===== config.mk =====
export PLATFORM = sky130hd
export DESIGN_NAME = poi_fifo
export DESIGN_NICKNAME = d
export VERILOG_FILES = /design/src/hdl/poi_pkg.sv /design/src/hdl/poi_fifo.sv
export SDC_FILE = /design/constraint.sdc
export NUM_CORES = 1
export LEC_CHECK = 0
export BUFFER_PORTS_ARGS = -buffer_cell sky130_fd_sc_hd__clkbuf_2
export CAP_MARGIN = 10
export CORE_ASPECT_RATIO = 0.6
export CORE_MARGIN = 8
export CORE_UTILIZATION = 40
export CTS_CLUSTER_SIZE = 24
export DETAILED_ROUTE_END_ITERATION = 6
export GPL_TIMING_DRIVEN = 1
export PLACE_DENSITY = 0.64
export SLEW_MARGIN = 10
export SYNTH_ARGS = -nofsm -noshare
export SYNTH_HDL_FRONTEND = slang
export SYNTH_SLANG_ARGS = --single-unit

===== constraint.sdc =====
create_clock -name i_clk -period 7.07 [get_ports i_clk]
set_clock_uncertainty 0.15 [all_clocks]
set_input_delay 1.0605 -clock i_clk [delete_from_list [all_inputs] [get_ports i_clk]]
set_output_delay 1.0605 -clock i_clk [all_outputs]
set_load 0.03 [all_outputs]

===== src/hdl/poi_pkg.sv =====
// Shared types, constants and tables for the planar odometry integrator.
// No dependencies; every other file imports this package.
package poi_pkg;

    localparam int CORDIC_STEPS = 18;

    localparam logic signed [33:0] CORDIC_GAIN_Q30 = 34'sd652032874;
    localparam logic signed [33:0] ONE_Q30         = 34'sd1073741824;
    localparam logic signed [33:0] ANGLE_SCALE     = 34'sd5599767;

    // Distance is |vel * us| plus half of 15625, times the reciprocal of 15625
    // scaled by 2^47, shifted down by 47. The reciprocal is split at bit 17 so
    // that each half fits the shared multiplier; the result is exact for every
    // numerator below 2^35.
    localparam logic [34:0]        DIST_RND = 35'd7812;
    localparam logic signed [33:0] RECIP_LO = 34'sd62487;
    localparam logic signed [33:0] RECIP_HI = 34'sd68719;

    localparam logic [1:0] CASE_STRAIGHT = 2'd0;
    localparam logic [1:0] CASE_ROTATE   = 2'd1;
    localparam logic [1:0] CASE_ARC      = 2'd2;

    localparam logic [1:0] REG_STILL_YAW  = 2'd0;
    localparam logic [1:0] REG_SMALL_FWD  = 2'd1;
    localparam logic [1:0] REG_SMALL_LEFT = 2'd2;

    localparam logic [14:0] RST_STILL_YAW  = 15'd2;
    localparam logic [15:0] RST_SMALL_FWD  = 16'd655;
    localparam logic [15:0] RST_SMALL_LEFT = 16'd1311;

    typedef struct packed {
        logic [15:0] vel_forward;
        logic [15:0] vel_left;
        logic [15:0] yaw_rate;
        logic [19:0] elapsed_us;
        logic        straight;
    } t_item;

    typedef struct packed {
        logic        start;
        logic [31:0] angle;
    } t_cordic_req;

    typedef struct packed {
        logic        done;
        logic [33:0] sin_val;
        logic [33:0] cos_val;
    } t_cordic_rsp;

    // Arctangent of 2^-i in 32-bit turn units.
    function automatic logic [31:0] atan_turn(input logic [4:0] idx);
        logic [31:0] v;
        case (idx)
            5'd0:  v = 32'h20000000;
            5'd1:  v = 32'h12E4051E;
            5'd2:  v = 32'h09FB385B;
            5'd3:  v = 32'h051111D4;
            5'd4:  v = 32'h028B0D43;
            5'd5:  v = 32'h0145D7E1;
            5'd6:  v = 32'h00A2F61E;
            5'd7:  v = 32'h00517C55;
            5'd8:  v = 32'h0028BE53;
            5'd9:  v = 32'h00145F2F;
            5'd10: v = 32'h000A2F98;
            5'd11: v = 32'h000517CC;
            5'd12: v = 32'h00028BE6;
            5'd13: v = 32'h000145F3;
            5'd14: v = 32'h0000A2FA;
            5'd15: v = 32'h0000517D;
            5'd16: v = 32'h000028BE;
            5'd17: v = 32'h0000145F;
            default: v = 32'h0;
        endcase
        return v;
    endfunction

endpackage


===== src/hdl/poi_fifo.sv =====
// Short item queue between the front end and the back end.
// Depends on poi_pkg.
module poi_fifo import poi_pkg::*; #(
    parameter int DEPTH = 2
) (
    input  logic  i_clk,
    input  logic  i_rst_n,
    input  logic  i_wr,
    input  t_item i_wdata,
    output logic  o_full,
    input  logic  i_rd,
    output t_item o_rdata,
    output logic  o_empty
);
    localparam int AW = (DEPTH > 1) ? $clog2(DEPTH) : 1;
    localparam int CW = $clog2(DEPTH + 1);

    t_item          r_mem [DEPTH];
    logic [AW-1:0]  r_wptr, r_rptr;
    logic [CW-1:0]  r_count;

    function automatic logic [AW-1:0] nxt(input logic [AW-1:0] p);
        return (p == AW'(DEPTH - 1)) ? '0 : p + AW'(1);
    endfunction

    assign o_full  = (r_count == CW'(DEPTH));
    assign o_empty = (r_count == '0);
    assign o_rdata = r_mem[r_rptr];

    always_ff @(posedge i_clk) begin
        if (i_wr) begin
            r_mem[r_wptr] <= i_wdata;
        end
    end

    always_ff @(posedge i_clk) begin
        if (!i_rst_n) begin
            r_wptr  <= '0;
            r_rptr  <= '0;
            r_count <= '0;
        end else begin
            if (i_wr) begin
                r_wptr <= nxt(r_wptr);
            end
            if (i_rd) begin
                r_rptr <= nxt(r_rptr);
            end
            if (i_wr && !i_rd) begin
                r_count <= r_count + CW'(1);
            end else if (!i_wr && i_rd) begin
                r_count <= r_count - CW'(1);
            end
        end
    end

endmodule


==> flow_summary.yaml <==
yosys:
  yosysSeqAreaShare_pct: 81.0
  avgSynthCellArea_um2: 22.1
  synthCells: 237
  yosysMostFrequentCell: "edfxtp_1"
  synth_area_um2: 5240
  syn-num-nets: 311
  synth_edf_count: 138
  synth.area.top_cells: "edfxtp_1 (79%), mux2_2 (13%), mux2_4 (2.9%)"
  synth_ff_type: "edfxtp_1"
  yosysUniqueCellTypes: 18
  synthTopCellsByCount: "edfxtp_1 (138), mux2_2 (59), mux2_4 (10)"
  synthArstFlopShare_pct: 0
  ys_seq_elements: 143
  synth_warnings: 0
  yosys.area.top_type: "edfxtp_1"
  synth_top_area_share_pct: 79.1
clock_network:
  postCtsResizedCells: 0
  cts_tree: "done"
  clockBufferDepth: 2
  cts_root_buf: "clkbuf_16"
  clock-sinks: 143
  path_clk_slew_ns: 0.06
  numCtsBuffers: 17
  clk_latency_ns: 0.40
  hold_buffers: 0
  htreeDepth: 4
  cts_setup_buffers: 0
drt:
  vias_per_cell: 4.60
  routedWlPerCell_um: 17.3
  vias: 2639
  postRouteAntennaNets: 0
  drc: 0
  drt-pass1-iter-count: 4
  drt_wl_total_um: 9910
  drt_iter0_markers: 125
critical_path:
  crit_fanout: 69
  arrival_ns: 2.08
  cp-end-kind: "output port"
  rr_worst_depth: 2
  slowest_delay_ns: 1.00
  r2r_slack_ns: 4.84
  path_class: "reg -> out"
  worstPathRequired_ns: 5.86
  r2r_end: "r_mem[0][26]"
  reg2reg_from: "r_wptr"
  crit_path_cell_trace: "mux2_2 > clkbuf_2"
  start_kind: "register"
  worst_path_max_delay_cell: "dfxtp_4"
global_routing:
  grt_overflow: 0
  grt_start_max_net_pins: 70
  antenna_found_initial: 0
  grt_pass1_vias: 3053
  grt_pass1_wl_um: 15800
  track_usage_pct: 12.0
die:
  die_width_um: 164
  die_height_um: 105
  core_um2: 12800
  initial_utilization_pct: 40.9
  die_area_um2: 17100
  num_rows: 32
  ios: 144
power_and_ir_drop:
  ir_drop_mv: 0.149
  p_leak_uw: 0.00261
  pwr_density_cell_nw_per_um2: 331
finish:
  final_net_count: 466
  final.fill_count: 1046
  area_growth_pct: 29.6
  fin_util_pct: 53.0
  n_antenna_cell: 0
  drive_gt1_share_pct: 60.9
timing:
  slew_viol_final: 0
  max_slew_margin_pct: 34.0
  fin_crit_sh_pct: 46.5
  rsz0062_at_grt: "false"
  setup_viol: 0
  finalSetupTns_ns: 0
  hold_viol_final: 0
  fmax_ghz: 0.304
  tightest_slew_ns: 0.990
  post-route-min-period_ns: 3.29
placed_design:
  io_buffers: 143
  dp.final_hpwl_um: 6560
  gp_congestion: 0.704
min_path:
  worst_hold_path_type: "reg -> reg"
  min_from: "r_count[1]"
  hold_end: "r_count[1]"
  whs_path_depth: 2
run:
  maxCapViolCount: 0
outcome:
  status: "finished clean"
[critical path: cells and delay by family (launching register included)]
family   cells  cell delay [ns]
buf+inv      1             0.19
flops        1             1.00
mux          1             0.45
[logic make-up (layout without fill, tap and decap cells)]
kind of cell             count (synthesis)  in the layout  synth area share (%)
AO/OA/AOI/OAI                            3              3                 0.382
XOR/XNOR                                 3              3                 0.502
adder cells (fa/ha/maj)                  1              1                 0.239
buffers and inverters                    9            176                  1.27
flip-flops                             143            143                  81.0
multiplexers                            69             69                  15.6
AND/OR/NAND/NOR                          9              9                  1.03
[per-stage QoR]
| stage | worst slack [ns] | area, um2 | std cells | power (uW) | hold slack [ns] |
|---|---|---|---|---|---|
| floorplan | 2.30 | 5240 | 237 | 1190 | 0.316 |
| global placement | 3.92 | 6120 | 543 | 1270 | 0.327 |
| detailed placement | 3.90 | 6120 | 543 | 1270 | 0.361 |
| CTS | 3.74 | 6790 | 574 | 2270 | 0.366 |
| global route | 3.67 | 6790 | 574 | 2320 | 0.426 |
| finish | 3.78 | 6790 | 574 | 2240 | 0.360 |
[power by group]
group | switching, uW | internal, uW | leakage, uW
clock network | 334 | 661 | 0.000322
registers | 26.5 | 979 | 0.00134
logic | 152 | 92.0 | 0.000956
[placed cells by master (no fill, tap or decap)]
cell type	n
xor2_1	2
clkbuf_2	143
or3_1	1
clkinv_2	2
a21boi_1	1
nor2_1	1
clkbuf_16	17
bufinv_16	6
buf_4	1
inv_6	3
nor2b_4	1
nor2b_1	2
clkinv_4	1
clkinv_1	1
clkinvlp_4	1
dfxtp_4	1
edfxtp_1	138
and2_1	3
xnor2_1	1
mux2_4	10
mux2_2	59
inv_1	1
dfxtp_1	4
o21ai_0	1
o21a_1	1
and2_4	1
ha_1	1
[sequential cells by signal, summed over array words and instances (netlist names), named ones only]
register / cells
r_count: 2
r_mem: 138
r_wptr: 1
r_rptr: 1
[worst max path at each step]
stage / start / end / slack (ns) / depth (start not counted)
after floorplan: i_wr / r_mem[0][0] / 2.30 / 1
after global placement: i_wr / r_mem[0][48] / 3.92 / 3
after detailed placement: i_wr / r_mem[0][15] / 3.90 / 3
after CTS: register / o_rdata[36] / 3.74 / 2
after global routing: register / o_rdata[33] / 3.67 / 2
final: register / o_rdata[36] / 3.78 / 2
[layer usage]
layer	global-route usage [%]	vias to the layer above	wire length, um
li1	-	1246	-
met1	15.0	1284	4500
met2	17.3	102	4310
met3	6.82	7	1030
met4	3.68	0	75
met5	0	-	0
[cell type report]
cell class / instances / area (um2) / area share (%)
Sequential cell: 143 / 4250 / 62.6
Clock buffer: 17 / 425 / 6.27
Timing Repair Buffer: 144 / 723 / 10.7
Inverter: 1 / 3.75 / 0.0553
Multi-Input combinational cell: 85 / 937 / 13.8
Clock inverter: 14 / 236 / 3.48
Tap cell: 170 / 213 / 3.13
No activity file was read; power rests on OpenSTA's default activity.
