### src/hdl/poi_pkg.sv
// Shared types, constants and tables for the planar odometry integrator.
// No dependencies; every other file imports this package.
package poi_pkg;

    localparam int CORDIC_STEPS = 18;

    localparam logic signed [33:0] CORDIC_GAIN_Q30 = 34'sd652032874;
    localparam logic signed [33:0] ONE_Q30         = 34'sd1073741824;
    localparam logic signed [33:0] ANGLE_SCALE     = 34'sd5599767;

    // Distance is |vel * us| plus half of 15625, times the reciprocal of 15625
    // scaled by 2^47, shifted down by 47. The reciprocal is split at bit 17 so
    // that each half fits the shared multiplier; the result is exact for every
    // numerator below 2^35.
    localparam logic [34:0]        DIST_RND = 35'd7812;
    localparam logic signed [33:0] RECIP_LO = 34'sd62487;
    localparam logic signed [33:0] RECIP_HI = 34'sd68719;

    localparam logic [1:0] CASE_STRAIGHT = 2'd0;
    localparam logic [1:0] CASE_ROTATE   = 2'd1;
    localparam logic [1:0] CASE_ARC      = 2'd2;

    localparam logic [1:0] REG_STILL_YAW  = 2'd0;
    localparam logic [1:0] REG_SMALL_FWD  = 2'd1;
    localparam logic [1:0] REG_SMALL_LEFT = 2'd2;

    localparam logic [14:0] RST_STILL_YAW  = 15'd2;
    localparam logic [15:0] RST_SMALL_FWD  = 16'd655;
    localparam logic [15:0] RST_SMALL_LEFT = 16'd1311;

    typedef struct packed {
        logic [15:0] vel_forward;
        logic [15:0] vel_left;
        logic [15:0] yaw_rate;
        logic [19:0] elapsed_us;
        logic        straight;
    } t_item;

    typedef struct packed {
        logic        start;
        logic [31:0] angle;
    } t_cordic_req;

    typedef struct packed {
        logic        done;
        logic [33:0] sin_val;
        logic [33:0] cos_val;
    } t_cordic_rsp;

    // Arctangent of 2^-i in 32-bit turn units.
    function automatic logic [31:0] atan_turn(input logic [4:0] idx);
        logic [31:0] v;
        case (idx)
            5'd0:  v = 32'h20000000;
            5'd1:  v = 32'h12E4051E;
            5'd2:  v = 32'h09FB385B;
            5'd3:  v = 32'h051111D4;
            5'd4:  v = 32'h028B0D43;
            5'd5:  v = 32'h0145D7E1;
            5'd6:  v = 32'h00A2F61E;
            5'd7:  v = 32'h00517C55;
            5'd8:  v = 32'h0028BE53;
            5'd9:  v = 32'h00145F2F;
            5'd10: v = 32'h000A2F98;
            5'd11: v = 32'h000517CC;
            5'd12: v = 32'h00028BE6;
            5'd13: v = 32'h000145F3;
            5'd14: v = 32'h0000A2FA;
            5'd15: v = 32'h0000517D;
            5'd16: v = 32'h000028BE;
            5'd17: v = 32'h0000145F;
            default: v = 32'h0;
        endcase
        return v;
    endfunction

endpackage

### src/hdl/poi_cordic.sv
// Iterative rotation-mode CORDIC giving sine and cosine of a 32-bit turn angle.
// Depends on poi_pkg.
module poi_cordic import poi_pkg::*; (
    input  logic        i_clk,
    input  logic        i_rst_n,
    input  t_cordic_req i_req,
    output t_cordic_rsp o_rsp
);
    logic               r_busy, r_done, r_flip;
    logic [4:0]         r_cnt;
    logic signed [33:0] r_x, r_y, r_z;
    logic signed [33:0] xs, ys, at;
    logic [31:0]        adj;
    logic               flip;

    always_comb begin
        flip = (i_req.angle[31:30] == 2'b01) || (i_req.angle[31:30] == 2'b10);
        adj  = flip ? (i_req.angle - 32'h8000_0000) : i_req.angle;
        xs   = r_y >>> r_cnt;
        ys   = r_x >>> r_cnt;
        at   = signed'({2'b00, atan_turn(r_cnt)});
    end

    always_ff @(posedge i_clk) begin
        if (!i_rst_n) begin
            r_busy <= 1'b0;
            r_done <= 1'b0;
        end else begin
            r_done <= 1'b0;
            if (i_req.start) begin
                r_busy <= 1'b1;
            end else if (r_busy && r_cnt == 5'(CORDIC_STEPS - 1)) begin
                r_busy <= 1'b0;
                r_done <= 1'b1;
            end
        end
    end

    always_ff @(posedge i_clk) begin
        if (i_req.start) begin
            r_flip <= flip;
            r_x    <= CORDIC_GAIN_Q30;
            r_y    <= '0;
            r_z    <= signed'({{2{adj[31]}}, adj});
            r_cnt  <= '0;
        end else if (r_busy) begin
            if (!r_z[33]) begin
                r_x <= r_x - xs;
                r_y <= r_y + ys;
                r_z <= r_z - at;
            end else begin
                r_x <= r_x + xs;
                r_y <= r_y - ys;
                r_z <= r_z + at;
            end
            r_cnt <= r_cnt + 5'd1;
        end
    end

    always_comb begin
        o_rsp.done    = r_done;
        o_rsp.sin_val = r_flip ? (34'd0 - r_y) : r_y;
        o_rsp.cos_val = r_flip ? (34'd0 - r_x) : r_x;
    end

endmodule

### config.mk
export PLATFORM = sky130hd
export DESIGN_NAME = poi_cordic
export DESIGN_NICKNAME = d
export VERILOG_FILES = /design/src/hdl/poi_pkg.sv /design/src/hdl/poi_cordic.sv
export SDC_FILE = /design/constraint.sdc
export NUM_CORES = 1
export LEC_CHECK = 0
export BUFFER_PORTS_ARGS = -buffer_cell sky130_fd_sc_hd__buf_2
export CAP_MARGIN = 10
export CORE_MARGIN = 3
export CORE_UTILIZATION = 50
export CTS_BUF_LIST = sky130_fd_sc_hd__clkbuf_8
export CTS_CLUSTER_DIAMETER = 40
export CTS_CLUSTER_SIZE = 30
export DETAILED_ROUTE_END_ITERATION = 7
export PLACE_DENSITY = 0.67
export SLEW_MARGIN = 30
export SYNTH_ARGS = -nofsm -noshare
export SYNTH_HDL_FRONTEND = slang
export SYNTH_SLANG_ARGS = --single-unit
### constraint.sdc
create_clock -name i_clk -period 7.6 [get_ports i_clk]
set_input_delay 0.76 -clock i_clk [delete_from_list [all_inputs] [get_ports i_clk]]
set_output_delay 0.76 -clock i_clk [all_outputs]
set_load 0.005 [all_outputs]
==> metrics <==
worst setup path start=r_cnt[1]; number of synthesized flops with an enable pin=35; DRT Pass-1 Iters=6; skew final=~29 ps; Post-CTS Setup Inserts=0; Area contributors post-synth=dfxtp_1, mux4_2, ha_1; post-DP HPWL=roughly 50000 um; Unique masters post-synth=between 100 and 150; period utilisation layout=92.2%; worst r2r path cells=19; status=finished, final reports clean; relative slew slack=31.6%; critical path's slowest cell=dfxtp_4; Gates resized, CTS repair=0; Netlist Area Pre-Place=about 0.019 sq mm; crit path to=r_x[32]; synthesized net count=between 2000 and 2500; Overflow after GRT=0; sequential area share after synthesis=16.9%; IR drop worst, VDD=0.000265 V; mux contribution to synthesized area=16.8%; Synth Register Bits=140; first-pass GRT wire length=100000 um; Post-Syn Area per Cell=8.25 sq um; PD cells=472 mW/mm^2; Initial DRC Count=1514; final setup vio count=0; Antenna Violating Nets Remaining=0; max cap viols=0; Worst-Margin Slew=1020 ps; type of the worst setup path=reg -> reg; met1 Usage GRT=42.7%; Diodes inserted=0; die area=between 0.03 and 0.04 sq mm; multi-input logic area=0.0142 sq mm; Worst EP required=between 8000 and 9000 ps; initial antenna violation count=0; slowest cell delay on critical path=810 ps; area share of the largest cell type after synthesis=between 10% and 20%; Synth Warn #=0; CTS tree=done; clock latency at the later pin of the worst-skew pair=530 ps; Final Hold Viols=0; Mapped Cells=~2300; clk slew on worst S/H paths=100 ps; core box area=~0.037 sq mm; placed inst area=0.0193 sq mm; Critical Path Fanout Max=44; CTS Buf Count=17; drt total wl=65400 um; # DRC=0; gr busiest metal=met2; final worst slack=589 ps; die span in x=199 um; total chip power=around 9.3 mW; Worst setup SP type=flip-flop; placement row count=70; Vias/cell=6.48; Clock Tree Buf Depth=2; DR WL/cell=23.7 um; Post-Route Utilization=between 50% and 60%; kind of end point of the critical path=flip-flop; Synth Flop Type=dfxtp_1; complex-gate fraction of the synthesized area=22.8%; input/output buffers=103; largest net degree at the start of global routing=105; leading area contributor after synthesis=dfxtp_1; fin. max-slew vios=0; H-tree depth=4; Post-Synth XOR/XNOR Area=~12%; met3 usage=5.25%; register area=between 0.003 and 0.004 sq mm; Fillers=~3500; Sink Count=between 100 and 150; Post-synth ARST share=0%; setup slack at placement=798 ps; Final nets=2428; Die Y=199 um; Total GRT Usage=32.6%; FF-to-FF Start=r_cnt[1]; worst path cell trace=buf_12 > mux4_2 > mux2_2 > a211oi_1 > ha_1 > nor2_1 > a21oi_1 > fa_1 > a211oi_1 > o21ai_0 > a32oi_1 > o21ai_0 > a2111oi_0 > o31ai_1 > a21oi_1 > o31a_1 > o21ai_0 > xor2_1 > a22o_1; area delta synth->final=5.46%; Post-Synth Adder-Cell Area=7.91%; r2r endpoint=r_x[32]; CP Data Arrival Time=7440 ps; DR vias=17900; min-delay worst type=in -> reg; Hold Buf Count CTS=0; CTS root buffer=clkbuf_8; FMAX=143 MHz; Setup TNS=0 ps; R2R setup slack=590 ps; post-route design area=just under 0.02 sq mm; main combinational cell family by area after synthesis=compound AO/OA/AOI/OAI gates; Final Critical Period=7010 ps; Routability Congestion=roughly 1.0; I/O pin cnt=104; number of global-route vias before repair=16800; Leakage=8.15 nW; met2 GRT Util=54.6%; Initial Utilization=around half; RSZ-0062 raised after global routing=no; Synth Area in Simple Gates=17.2%; share of cells above drive strength 1=15.8%; Crit path top cell by count=o21ai_0
critical path, delay by kind of cell, from the launching register on:
kind / cells / cell delay (ps)
AOI/OAI and AO/OA: 12 / 3820
buffers and inverters: 1 / 320
muxes: 2 / 850
DFF: 1 / 810
and+or+nand+nor: 1 / 80
xor gates and xnor gates: 1 / 160
adders and majority gates: 2 / 830
synthesized netlist by cell type, types with 15 or more instances:
cell type	count
nor2_1	209
nand2_1	205
a21oi_1	180
xnor2_1	151
o21ai_0	150
ha_1	113
dfxtp_1	105
xor2_1	93
clkbuf_1	91
mux2i_1	72
mux4_2	70
inv_1	55
a21o_1	51
a31oi_1	41
nand3_1	41
edfxtp_1	35
mux2_2	32
nor3_1	32
nand2b_1	30
o31ai_1	27
or3_1	25
o21a_1	22
nor2b_1	20
buf_1	19
o211ai_1	19
o22ai_1	19
a211oi_1	18
buf_2	18
and2_1	17
and3_1	16
mux4_1	15
layout make-up:
class / count / area share (%)
Clock buffer: 19 / 1.33
Tap cell: 468 / 2.98
Multi-Input combinational cell: 1887 / 72.4
Timing Repair Buffer: 171 / 5.55
Inverter: 60 / 1.15
Sequential cell: 140 / 16.1
Clock inverter: 13 / 0.471
where the power goes:
part           switching (mW)  internal (mW)
Sequential              0.525           1.05
Combinational            3.96           3.14
Clock                   0.350          0.243
cell families (layout without fill, tap and decap cells):
logic type	count (synthesis)	after routing
xor+xnor	245	245
buf+inv	232	263
fa+ha+maj	116	116
compound gates	662	662
mux	194	194
flops	140	140
simple gates	670	670
per-layer routing:
layer  part of all wire, %  vias up  routed length [um]
li1                      -     8386                   -
met1                    43     8585               27900
met2                    47      774               30800
met3                   6.7      138                4390
met4                   3.7        0                2430
met5                     0        -                   0
placed cells by master, fill, tap and decap left out, types with 22 or more instances in the layout:
cell type	instances
or3_1	25
nor2_1	208
buf_4	64
a21oi_1	180
o31ai_1	27
nand2b_1	30
nand3_1	41
dfxtp_1	99
nand2_1	205
xor2_1	93
o21ai_0	150
o21a_1	22
inv_1	56
nor3_1	32
edfxtp_1	35
ha_1	113
mux2_2	32
a21o_1	51
xnor2_1	151
a31oi_1	41
buf_2	102
mux4_2	70
mux2i_1	72
sequential cells by signal, indices dropped and copies added (netlist names):
signal  flops
r_x        34
r_y        34
r_z        34
at         30
r_cnt       5
r_busy      1
r_done      1
r_flip      1
worst min path at each step:
stage	cells after the start	slack [ps]	endpoint	from
2_1_floorplan	2	480	r_y[0]	r_y[0]
3_3_place_gp	2	520	r_y[0]	r_y[0]
3_5_place_dp	2	540	r_y[0]	r_y[0]
4_1_cts	2	420	r_busy	i_rst_n
5_1_grt	2	450	r_busy	i_rst_n
6_report	2	450	r_busy	i_rst_n
stage by stage:
step | cells | hold slack, ps
finish | 2758 | 451
global route | 2758 | 446
CTS | 2758 | 424
detailed placement | 2726 | 539
global placement | 2726 | 518
floorplan | 2259 | 485
Power figures use the tool's default switching activity.
