## src/hdl/poi_pkg.sv

```systemverilog
// Shared types, constants and tables for the planar odometry integrator.
// No dependencies; every other file imports this package.
package poi_pkg;

    localparam int CORDIC_STEPS = 18;

    localparam logic signed [33:0] CORDIC_GAIN_Q30 = 34'sd652032874;
    localparam logic signed [33:0] ONE_Q30         = 34'sd1073741824;
    localparam logic signed [33:0] ANGLE_SCALE     = 34'sd5599767;

    // Distance is |vel * us| plus half of 15625, times the reciprocal of 15625
    // scaled by 2^47, shifted down by 47. The reciprocal is split at bit 17 so
    // that each half fits the shared multiplier; the result is exact for every
    // numerator below 2^35.
    localparam logic [34:0]        DIST_RND = 35'd7812;
    localparam logic signed [33:0] RECIP_LO = 34'sd62487;
    localparam logic signed [33:0] RECIP_HI = 34'sd68719;

    localparam logic [1:0] CASE_STRAIGHT = 2'd0;
    localparam logic [1:0] CASE_ROTATE   = 2'd1;
    localparam logic [1:0] CASE_ARC      = 2'd2;

    localparam logic [1:0] REG_STILL_YAW  = 2'd0;
    localparam logic [1:0] REG_SMALL_FWD  = 2'd1;
    localparam logic [1:0] REG_SMALL_LEFT = 2'd2;

    localparam logic [14:0] RST_STILL_YAW  = 15'd2;
    localparam logic [15:0] RST_SMALL_FWD  = 16'd655;
    localparam logic [15:0] RST_SMALL_LEFT = 16'd1311;

    typedef struct packed {
        logic [15:0] vel_forward;
        logic [15:0] vel_left;
        logic [15:0] yaw_rate;
        logic [19:0] elapsed_us;
        logic        straight;
    } t_item;

    typedef struct packed {
        logic        start;
        logic [31:0] angle;
    } t_cordic_req;

    typedef struct packed {
        logic        done;
        logic [33:0] sin_val;
        logic [33:0] cos_val;
    } t_cordic_rsp;

    // Arctangent of 2^-i in 32-bit turn units.
    function automatic logic [31:0] atan_turn(input logic [4:0] idx);
        logic [31:0] v;
        case (idx)
            5'd0:  v = 32'h20000000;
            5'd1:  v = 32'h12E4051E;
            5'd2:  v = 32'h09FB385B;
            5'd3:  v = 32'h051111D4;
            5'd4:  v = 32'h028B0D43;
            5'd5:  v = 32'h0145D7E1;
            5'd6:  v = 32'h00A2F61E;
            5'd7:  v = 32'h00517C55;
            5'd8:  v = 32'h0028BE53;
            5'd9:  v = 32'h00145F2F;
            5'd10: v = 32'h000A2F98;
            5'd11: v = 32'h000517CC;
            5'd12: v = 32'h00028BE6;
            5'd13: v = 32'h000145F3;
            5'd14: v = 32'h0000A2FA;
            5'd15: v = 32'h0000517D;
            5'd16: v = 32'h000028BE;
            5'd17: v = 32'h0000145F;
            default: v = 32'h0;
        endcase
        return v;
    endfunction

endpackage

```

## src/hdl/poi_front.sv

```systemverilog
// Front end: accepts input items and marks the straight-motion case.
// Depends on poi_pkg.
module poi_front import poi_pkg::*; (
    input  logic        i_push,
    output logic        o_full,
    input  logic [15:0] i_vel_forward,
    input  logic [15:0] i_vel_left,
    input  logic [15:0] i_yaw_rate,
    input  logic [19:0] i_elapsed_us,
    input  logic [14:0] i_still_thr,
    input  logic        i_q_full,
    output logic        o_q_wr,
    output t_item       o_q_item
);
    logic [15:0] wmag;

    always_comb begin
        wmag = i_yaw_rate[15] ? (16'd0 - i_yaw_rate) : i_yaw_rate;
        o_q_item.vel_forward = i_vel_forward;
        o_q_item.vel_left    = i_vel_left;
        o_q_item.yaw_rate    = i_yaw_rate;
        o_q_item.elapsed_us  = i_elapsed_us;
        o_q_item.straight    = (i_yaw_rate == 16'd0) || (wmag < {1'b0, i_still_thr});
    end

    assign o_full = i_q_full;
    assign o_q_wr = i_push && !i_q_full;

endmodule

```

## config.mk

```make
export PLATFORM = sky130hd
export DESIGN_NAME = poi_front
export DESIGN_NICKNAME = d
export VERILOG_FILES = /design/src/hdl/poi_pkg.sv /design/src/hdl/poi_front.sv
export SDC_FILE = /design/constraint.sdc
export NUM_CORES = 1
export LEC_CHECK = 0
export BUFFER_PORTS_ARGS = -buffer_cell sky130_fd_sc_hd__buf_2
export CAP_MARGIN = 10
export CORE_MARGIN = 2
export CORE_UTILIZATION = 36
export DETAILED_ROUTE_END_ITERATION = 8
export PLACE_DENSITY = 0.91
export SLEW_MARGIN = 5
export SYNTH_ARGS = -nofsm -noshare
export SYNTH_HDL_FRONTEND = slang
export SYNTH_SLANG_ARGS = --single-unit
export TNS_END_PERCENT = 5
```

## constraint.sdc

```tcl
create_clock -name vclk -period 7.6
set_input_delay 0.38 -clock vclk [all_inputs]
set_output_delay 0.38 -clock vclk [all_outputs]
set_load 0.05 [all_outputs]
```

==> impl_metrics.json, run 1 <==
{
  "hold_viol": 0,
  "worst_slew_pin_slew_ps": 417,
  "wl_per_cell_um": 10.5,
  "critPathArrivalTime_ps": 3320,
  "clock_buffers": 0,
  "grt_pass1_wl_um": 3240,
  "yosys_warnings": 0,
  "grt_max_degree": 19,
  "die_height_um": 61.4,
  "ios": 156,
  "syn_to_final_growth_pct": -17.4,
  "core_area_um2": 3100,
  "fin_setup_tns_ps": 0,
  "path_cells": "buf_2 -> inv_1 -> ha_1 -> nand2b_1 -> or4_1 -> or3_1 -> o21ai_0 -> xnor2_1 -> ha_1 -> a21oi_1 -> o211ai_1 -> a31oi_1 -> nand3_1 -> o21ai_0 -> buf_2",
  "hp-class": "input port to primary output",
  "worstPathMaxFanout": 4,
  "wl_met2_um": 939,
  "maxCapViolations": 0,
  "cts_resized": 0,
  "slew_violations": 0,
  "vias": 883,
  "n_antenna_cell": 0,
  "hpwl_um": 1840,
  "port-buffer-count": 52,
  "fin_crit_ps": 3700,
  "status": "completed",
  "dr_wl_met3_um": 222,
  "path_depth": 15,
  "start_util_pct": 38.2,
  "synth_area_per_cell_um2": 7.10,
  "flops_and_latches": 0,
  "dieArea_um2": 3770,
  "fmax_mhz": 270,
  "final_cell_mix": "buf_2 (52), inv_1 (17), ha_1 (15), xnor2_1 (13), o21ai_0 (7)",
  "hold_depth": 0,
  "multi_input_area_um2": 599,
  "first_pass_iters": 4,
  "syn_nets": 267,
  "fillers": 385,
  "fin_nets": 251,
  "wl_met1_um": 774,
  "final_common_cell": "buf_2",
  "drive_gt1_share_pct": 36.2,
  "setup_viol": 0,
  "relSlewSlack_pct": 71.8,
  "p_leak_uw": 0.000518,
  "cp-start-kind": "input port",
  "grt_remaining_overflow": 0,
  "place_congestion": 0.782,
  "grt_pass1_vias": 819,
  "synthDistinctLibCells": 24,
  "post_cts_buffers": 0,
  "crit_slowest_cell": "or4_1",
  "ant_nets": 0,
  "critical_path.top_delay_family": "simple AND/OR/NAND/NOR gates",
  "drt_iter0_drc": 7,
  "crit_type": "input port to primary output",
  "grt_antenna_before_repair": 0,
  "ys_seq_area_share_pct": 0,
  "routed_wl_um": 2030,
  "path_buf_inv": 3,
  "worst-endpoint-required_ps": 7220,
  "syn_inst": 167,
  "power_density_nw_per_um2": 78.1,
  "drc": 0,
  "rows": 20,
  "ir_drop_mv": 0.0262,
  "routed.top_layer": "met4",
  "grtUsageTotal_pct": 10.8,
  "end_kind": "primary output",
  "fin_crit_sh_pct": 48.7,
  "avgViaCountPerCell": 4.58,
  "rsz0062_at_grt": "no",
  "critical_path.max_stage_delay_ps": 430,
  "synth_area_um2": 1180,
  "power.total_uw": 76.4,
  "regArea_um2": 0,
  "die_x_um": 61.4,
  "hold_buffers": 0
}
[path summary, 6_finish.rpt]
check             slack, ps          start            to
setup / recovery       3900  i_yaw_rate[0]   o_q_item[0]
hold / removal          760  i_vel_left[1]  o_q_item[38]
[synthesized netlist by cell type (all sizes together)]
master  count  area share (%)
xnor2      13             9.6
ha         15              16
or4         3             2.2
nor2b       1            0.53
o21ai       7             3.0
a21boi      1            0.63
or3         5             2.6
buf        69              44
o41ai       1            0.74
inv        17             5.4
nand2       6             1.9
nand4       2             1.1
o211ai      2             1.3
nor4        1            0.53
o31ai       3             1.9
a31oi       1            0.53
a21oi       4             1.7
or2         1            0.53
nand3       6             2.5
clkbuf      1            0.32
nor2        2            0.63
nand2b      3             1.6
nor3        3             1.3
[logic make-up after synthesis]
family          share of synthesized area (%)
compound gates                           9.71
fa+ha+maj                                15.8
xor+xnor                                 9.61
simple gates                             15.4
buf+inv                                  49.4
[report_power, final]
| group | internal (uW) | switching (uW) |
|---|---|---|
| logic | 27.8 | 48.6 |
| clock network | 0 | 0 |
| registers | 0 | 0 |
[per-stage QoR]
step / instance area, um2 / setup WS, ps / utilization [%] / hold WS (ps) / instances
floorplan: 1180 / 3670 / - / 927 / 167
global placement: 978 / 3950 / 31.5 / 760 / 193
detailed placement: 978 / 3910 / 31.5 / 760 / 193
CTS: 978 / 3900 / 31.5 / 760 / 193
global route: 978 / 3700 / 31.5 / 760 / 193
finish: 978 / 3900 / 31.5 / 760 / 193
[routing by layer]
| metal | track usage, % | vias up |
|---|---|---|
| li1 | - | 450 |
| met1 | 12.8 | 379 |
| met2 | 18.4 | 38 |
| met3 | 2.31 | 16 |
| met4 | 5.47 | 0 |
| met5 | 0 | - |
[layout make-up]
class / instances / area share [%]
Multi-Input combinational cell: 80 / 61.3
Timing Repair Buffer: 52 / 26.6
Inverter: 17 / 6.52
Tap cell: 44 / 5.63
(Power assumes the default switching activity.)
==> inputs of run 2 (changes only) <==
Settings changed: CORE_UTILIZATION 36 to 33, PLACE_DENSITY 0.91 to 0.84.
Clock period 7.6 ns to 3.6 ns, I/O delays scaled along.
==> run 2 against run 1 <==
Effect of this change: non-clock buffer count is the same; flip-flop and latch count stayed put; total power grew 110%; setup slack worse by 3400 ps; critical endpoint unchanged; largest cell class unchanged; largest power group unchanged; highest routed layer unchanged.
==> impl_metrics.json, run 2 (synthesis results as in run 1) <==
{
  "status": "completed",
  "critPathArrivalTime_ps": 2970,
  "power_density_nw_per_um2": 165,
  "routed_wl_um": 2190,
  "rows": 21,
  "grt_antenna_before_repair": 0,
  "clock_buffers": 0,
  "worstPathMaxFanout": 4,
  "flops_and_latches": 0,
  "die_x_um": 63.9,
  "worst_slew_pin_slew_ps": 369,
  "fin_nets": 251,
  "hpwl_um": 1920,
  "fin_setup_tns_ps": 0,
  "core_area_um2": 3390,
  "start_util_pct": 35.0,
  "wl_per_cell_um": 11.2,
  "ir_drop_mv": 0.0437,
  "drt_iter0_drc": 13,
  "final_area_um2": 981,
  "p_leak_uw": 0.000518,
  "cp-start-kind": "input port",
  "drc": 0,
  "hold_buffers": 0,
  "port-buffer-count": 52,
  "hold_viol": 0,
  "grt_max_degree": 19,
  "vias": 940,
  "die_height_um": 63.9,
  "grt_remaining_overflow": 0,
  "final_cell_mix": "buf_2 (52), inv_1 (17), ha_1 (15), xnor2_1 (13), o21ai_0 (7)",
  "cts_resized": 0,
  "place_area_um2": 981,
  "ant_nets": 0,
  "syn_to_final_growth_pct": -17.2,
  "grt_pass1_wl_um": 3560,
  "rsz0062_at_grt": "no",
  "avgViaCountPerCell": 4.82,
  "setup_viol": 0,
  "ios": 156,
  "regArea_um2": 0,
  "worst-endpoint-required_ps": 3420,
  "crit_type": "input port to primary output",
  "drive_gt1_share_pct": 36.2,
  "post_cts_buffers": 0,
  "relSlewSlack_pct": 75.1,
  "grt_pass1_vias": 851,
  "maxCapViolations": 0,
  "place_congestion": 0.913,
  "final_common_cell": "buf_2",
  "slew_violations": 0,
  "grtUsageTotal_pct": 10.4,
  "fin_crit_ps": 3150,
  "end_kind": "primary output",
  "fmax_mhz": 318,
  "fin_crit_sh_pct": 87.4,
  "dieArea_um2": 4090,
  "first_pass_iters": 4,
  "n_antenna_cell": 0,
  "hp-class": "input port to primary output"
}
## run 2: final timing paths
check,cells after the start,end,slack [ps],startpoint
setup / recovery,15,o_q_item[0],450,i_yaw_rate[0]
hold / removal,0,o_q_item[15],360,i_elapsed_us[14]
## run 2: metrics by stage
| step | std cells | hold slack [ps] | util [%] | power [uW] | setup slack [ps] |
|---|---|---|---|---|---|
| global placement | 195 | 360 | 28.9 | 161 | 436 |
| global route | 195 | 360 | 28.9 | 179 | 175 |
| CTS | 195 | 360 | 28.9 | 163 | 441 |
| finish | 195 | 360 | 28.9 | 161 | 453 |
| detailed placement | 195 | 360 | 28.9 | 163 | 442 |
| floorplan | 167 | 527 | - | 282 | 70.4 |
## run 2: power by group
group	internal, uW	switching [uW]	leakage (uW)
Sequential	0	0	0
Combinational	58.7	103	0.000518
Clock	0	0	0
Total	58.7	103	0.000518
## run 2: critical path: stages
cell and delay, ps:
buf_2 110, inv_1 60, ha_1 150, nand2b_1 60, or4_1 440, or3_1 400, o21ai_0 230, xnor2_1 150
ha_1 280, nand3_1 140, o211ai_1 110, a31oi_1 150, nand3_1 80, o21ai_0 130, buf_2 290
## run 2: metal layers
metal | vias to the layer above | share of wire [%] | track usage (%)
met3 | 28 | 9.9 | 2.11
met2 | 62 | 45 | 17.3
met1 | 398 | 39 | 12.1
met5 | - | 0 | 0
li1 | 452 | - | -
met4 | 0 | 5.9 | 6.52
## run 2: final cells by class
type | instances | area (um2)
Timing Repair Buffer | 52 | 260
Tap cell | 46 | 57.6
Fill cell | 390 | 2410
Multi-Input combinational cell | 80 | 599
Inverter | 17 | 63.8
==> inputs of run 3 (changes only) <==
Settings changed: MAX_ROUTING_LAYER set to met4, RECOVER_POWER set to 100.
==> run 3 against run 2 <==
Effect of this change: final cell count unchanged; non-clock buffer count is the same; die area stayed put; count of clock-buffer cells in the layout is the same; global-route usage up 0.62 points; total power fell by 1.8%; via count increased by 1.4%; setup slack worse by 74 ps; combinational power about the same; first-iteration DRC count increased by 7.7%; highest routed layer unchanged.
==> impl_metrics.json, run 3 (synthesis results as in run 1) <==
{
  "status": "completed",
  "wl_per_cell_um": 11.4,
  "dieArea_um2": 4090,
  "grt_antenna_before_repair": 0,
  "crit_type": "input port to primary output",
  "hp-class": "input port to primary output",
  "fin_nets": 251,
  "p_leak_uw": 0.000468,
  "syn_to_final_growth_pct": -19.1,
  "grt.met3_usage_pct": 1.76,
  "grtUsageTotal_pct": 11.0,
  "vias": 953,
  "pre_cts_slack_ps": 389,
  "routed_wl_um": 2230,
  "critical_path.max_stage_delay_ps": 440,
  "maxCapViolations": 0,
  "worst_slew_pin_slew_ps": 627,
  "ir_drop_mv": 0.0379,
  "power_density_nw_per_um2": 165,
  "busiest_layer": "met2",
  "finalNonFillerCells": 195,
  "ant_nets": 0,
  "setup_slack_ps": 379,
  "crit_slowest_cell": "or4_1",
  "core_area_um2": 3390,
  "fin_crit_ps": 3220,
  "critical_path.top_delay_family": "simple AND/OR/NAND/NOR gates",
  "worst-endpoint-required_ps": 3420,
  "hold_viol": 0,
  "place_congestion": 0.929,
  "ios": 156,
  "final_common_cell": "buf_2",
  "slew_violations": 0,
  "n_antenna_cell": 0,
  "grt_pass1_wl_um": 3660,
  "clock_buffers": 0,
  "drt_iter0_drc": 14,
  "met2_usage_pct": 18.5,
  "grt_remaining_overflow": 0,
  "cp-start-kind": "input port",
  "start_util_pct": 35.0,
  "final_cell_mix": "buf_2 (33), clkbuf_1 (18), inv_1 (17), ha_1 (15), xnor2_1 (13)",
  "hpwl_um": 1940,
  "rsz0062_at_grt": "no",
  "worstPathMaxFanout": 4,
  "path_cells": "buf_2 -> inv_1 -> ha_1 -> nand2b_1 -> or4_1 -> or3_1 -> o21ai_0 -> xnor2_1 -> ha_1 -> a21oi_1 -> o211ai_1 -> a31oi_1 -> nand3_1 -> o21ai_0 -> clkbuf_2",
  "grt_pass1_vias": 894,
  "hold_buffers": 0,
  "post_cts_buffers": 0,
  "first_pass_iters": 2,
  "dp.cells": 195,
  "drc": 0,
  "critPathArrivalTime_ps": 3040,
  "fin_crit_sh_pct": 89.5,
  "die_height_um": 63.9,
  "flops_and_latches": 0,
  "path_buf_inv": 3,
  "rows": 21,
  "relSlewSlack_pct": 58.4,
  "grt_use_met1_pct": 12.4,
  "end_kind": "primary output",
  "port-buffer-count": 52,
  "setup_viol": 0,
  "avgViaCountPerCell": 4.89,
  "fmax_mhz": 311,
  "cts_resized": 0,
  "drive_gt1_share_pct": 24.2,
  "final_util_pct": 28.3,
  "grt_max_degree": 19,
  "fin_setup_tns_ps": 0,
  "hold_ws_ps": 360,
  "regArea_um2": 0,
  "die_x_um": 63.9
}
## run 3: cell count changes in the layout (fill, tap and decap cells not counted)
| cell | before | now |
|---|---|---|
| clkbuf_2 | 0 | 1 |
| clkbuf_1 | 0 | 18 |
| buf_2 | 52 | 33 |
## run 3: report_power, final
part / internal [uW] / switching (uW)
combinational: 55.4 / 103
clock: 0 / 0
sequential: 0 / 0
total: 55.4 / 103
## run 3: layout make-up
cell class / count / area (um2)
Fill cell: 404 / 2430
Timing Repair Buffer: 52 / 238
Tap cell: 46 / 57.6
Inverter: 17 / 63.8
Multi-Input combinational cell: 80 / 599
## run 3: per-layer routing
metal  wire length [um]  vias up  part of all wire (%)
met4                130        0                   5.8
li1                   -      449                     -
met5                  0        -                     0
met2               1000       58                    45
met1                895      418                    40
met3                202       28                   9.1
## run 3: through the flow
step                      instance area, um2  power [uW]
after detailed placement                 981         163
after CTS                                981         163
after global placement                   981         161
after global routing                     958         178
after floorplan                         1180         282
final                                    958         158
## run 3: final timing paths
path / end / cells past startpoint / slack, ps / from
max: o_q_item[0] / 15 / 380 / i_yaw_rate[0]
min: o_q_item[15] / 0 / 360 / i_elapsed_us[14]
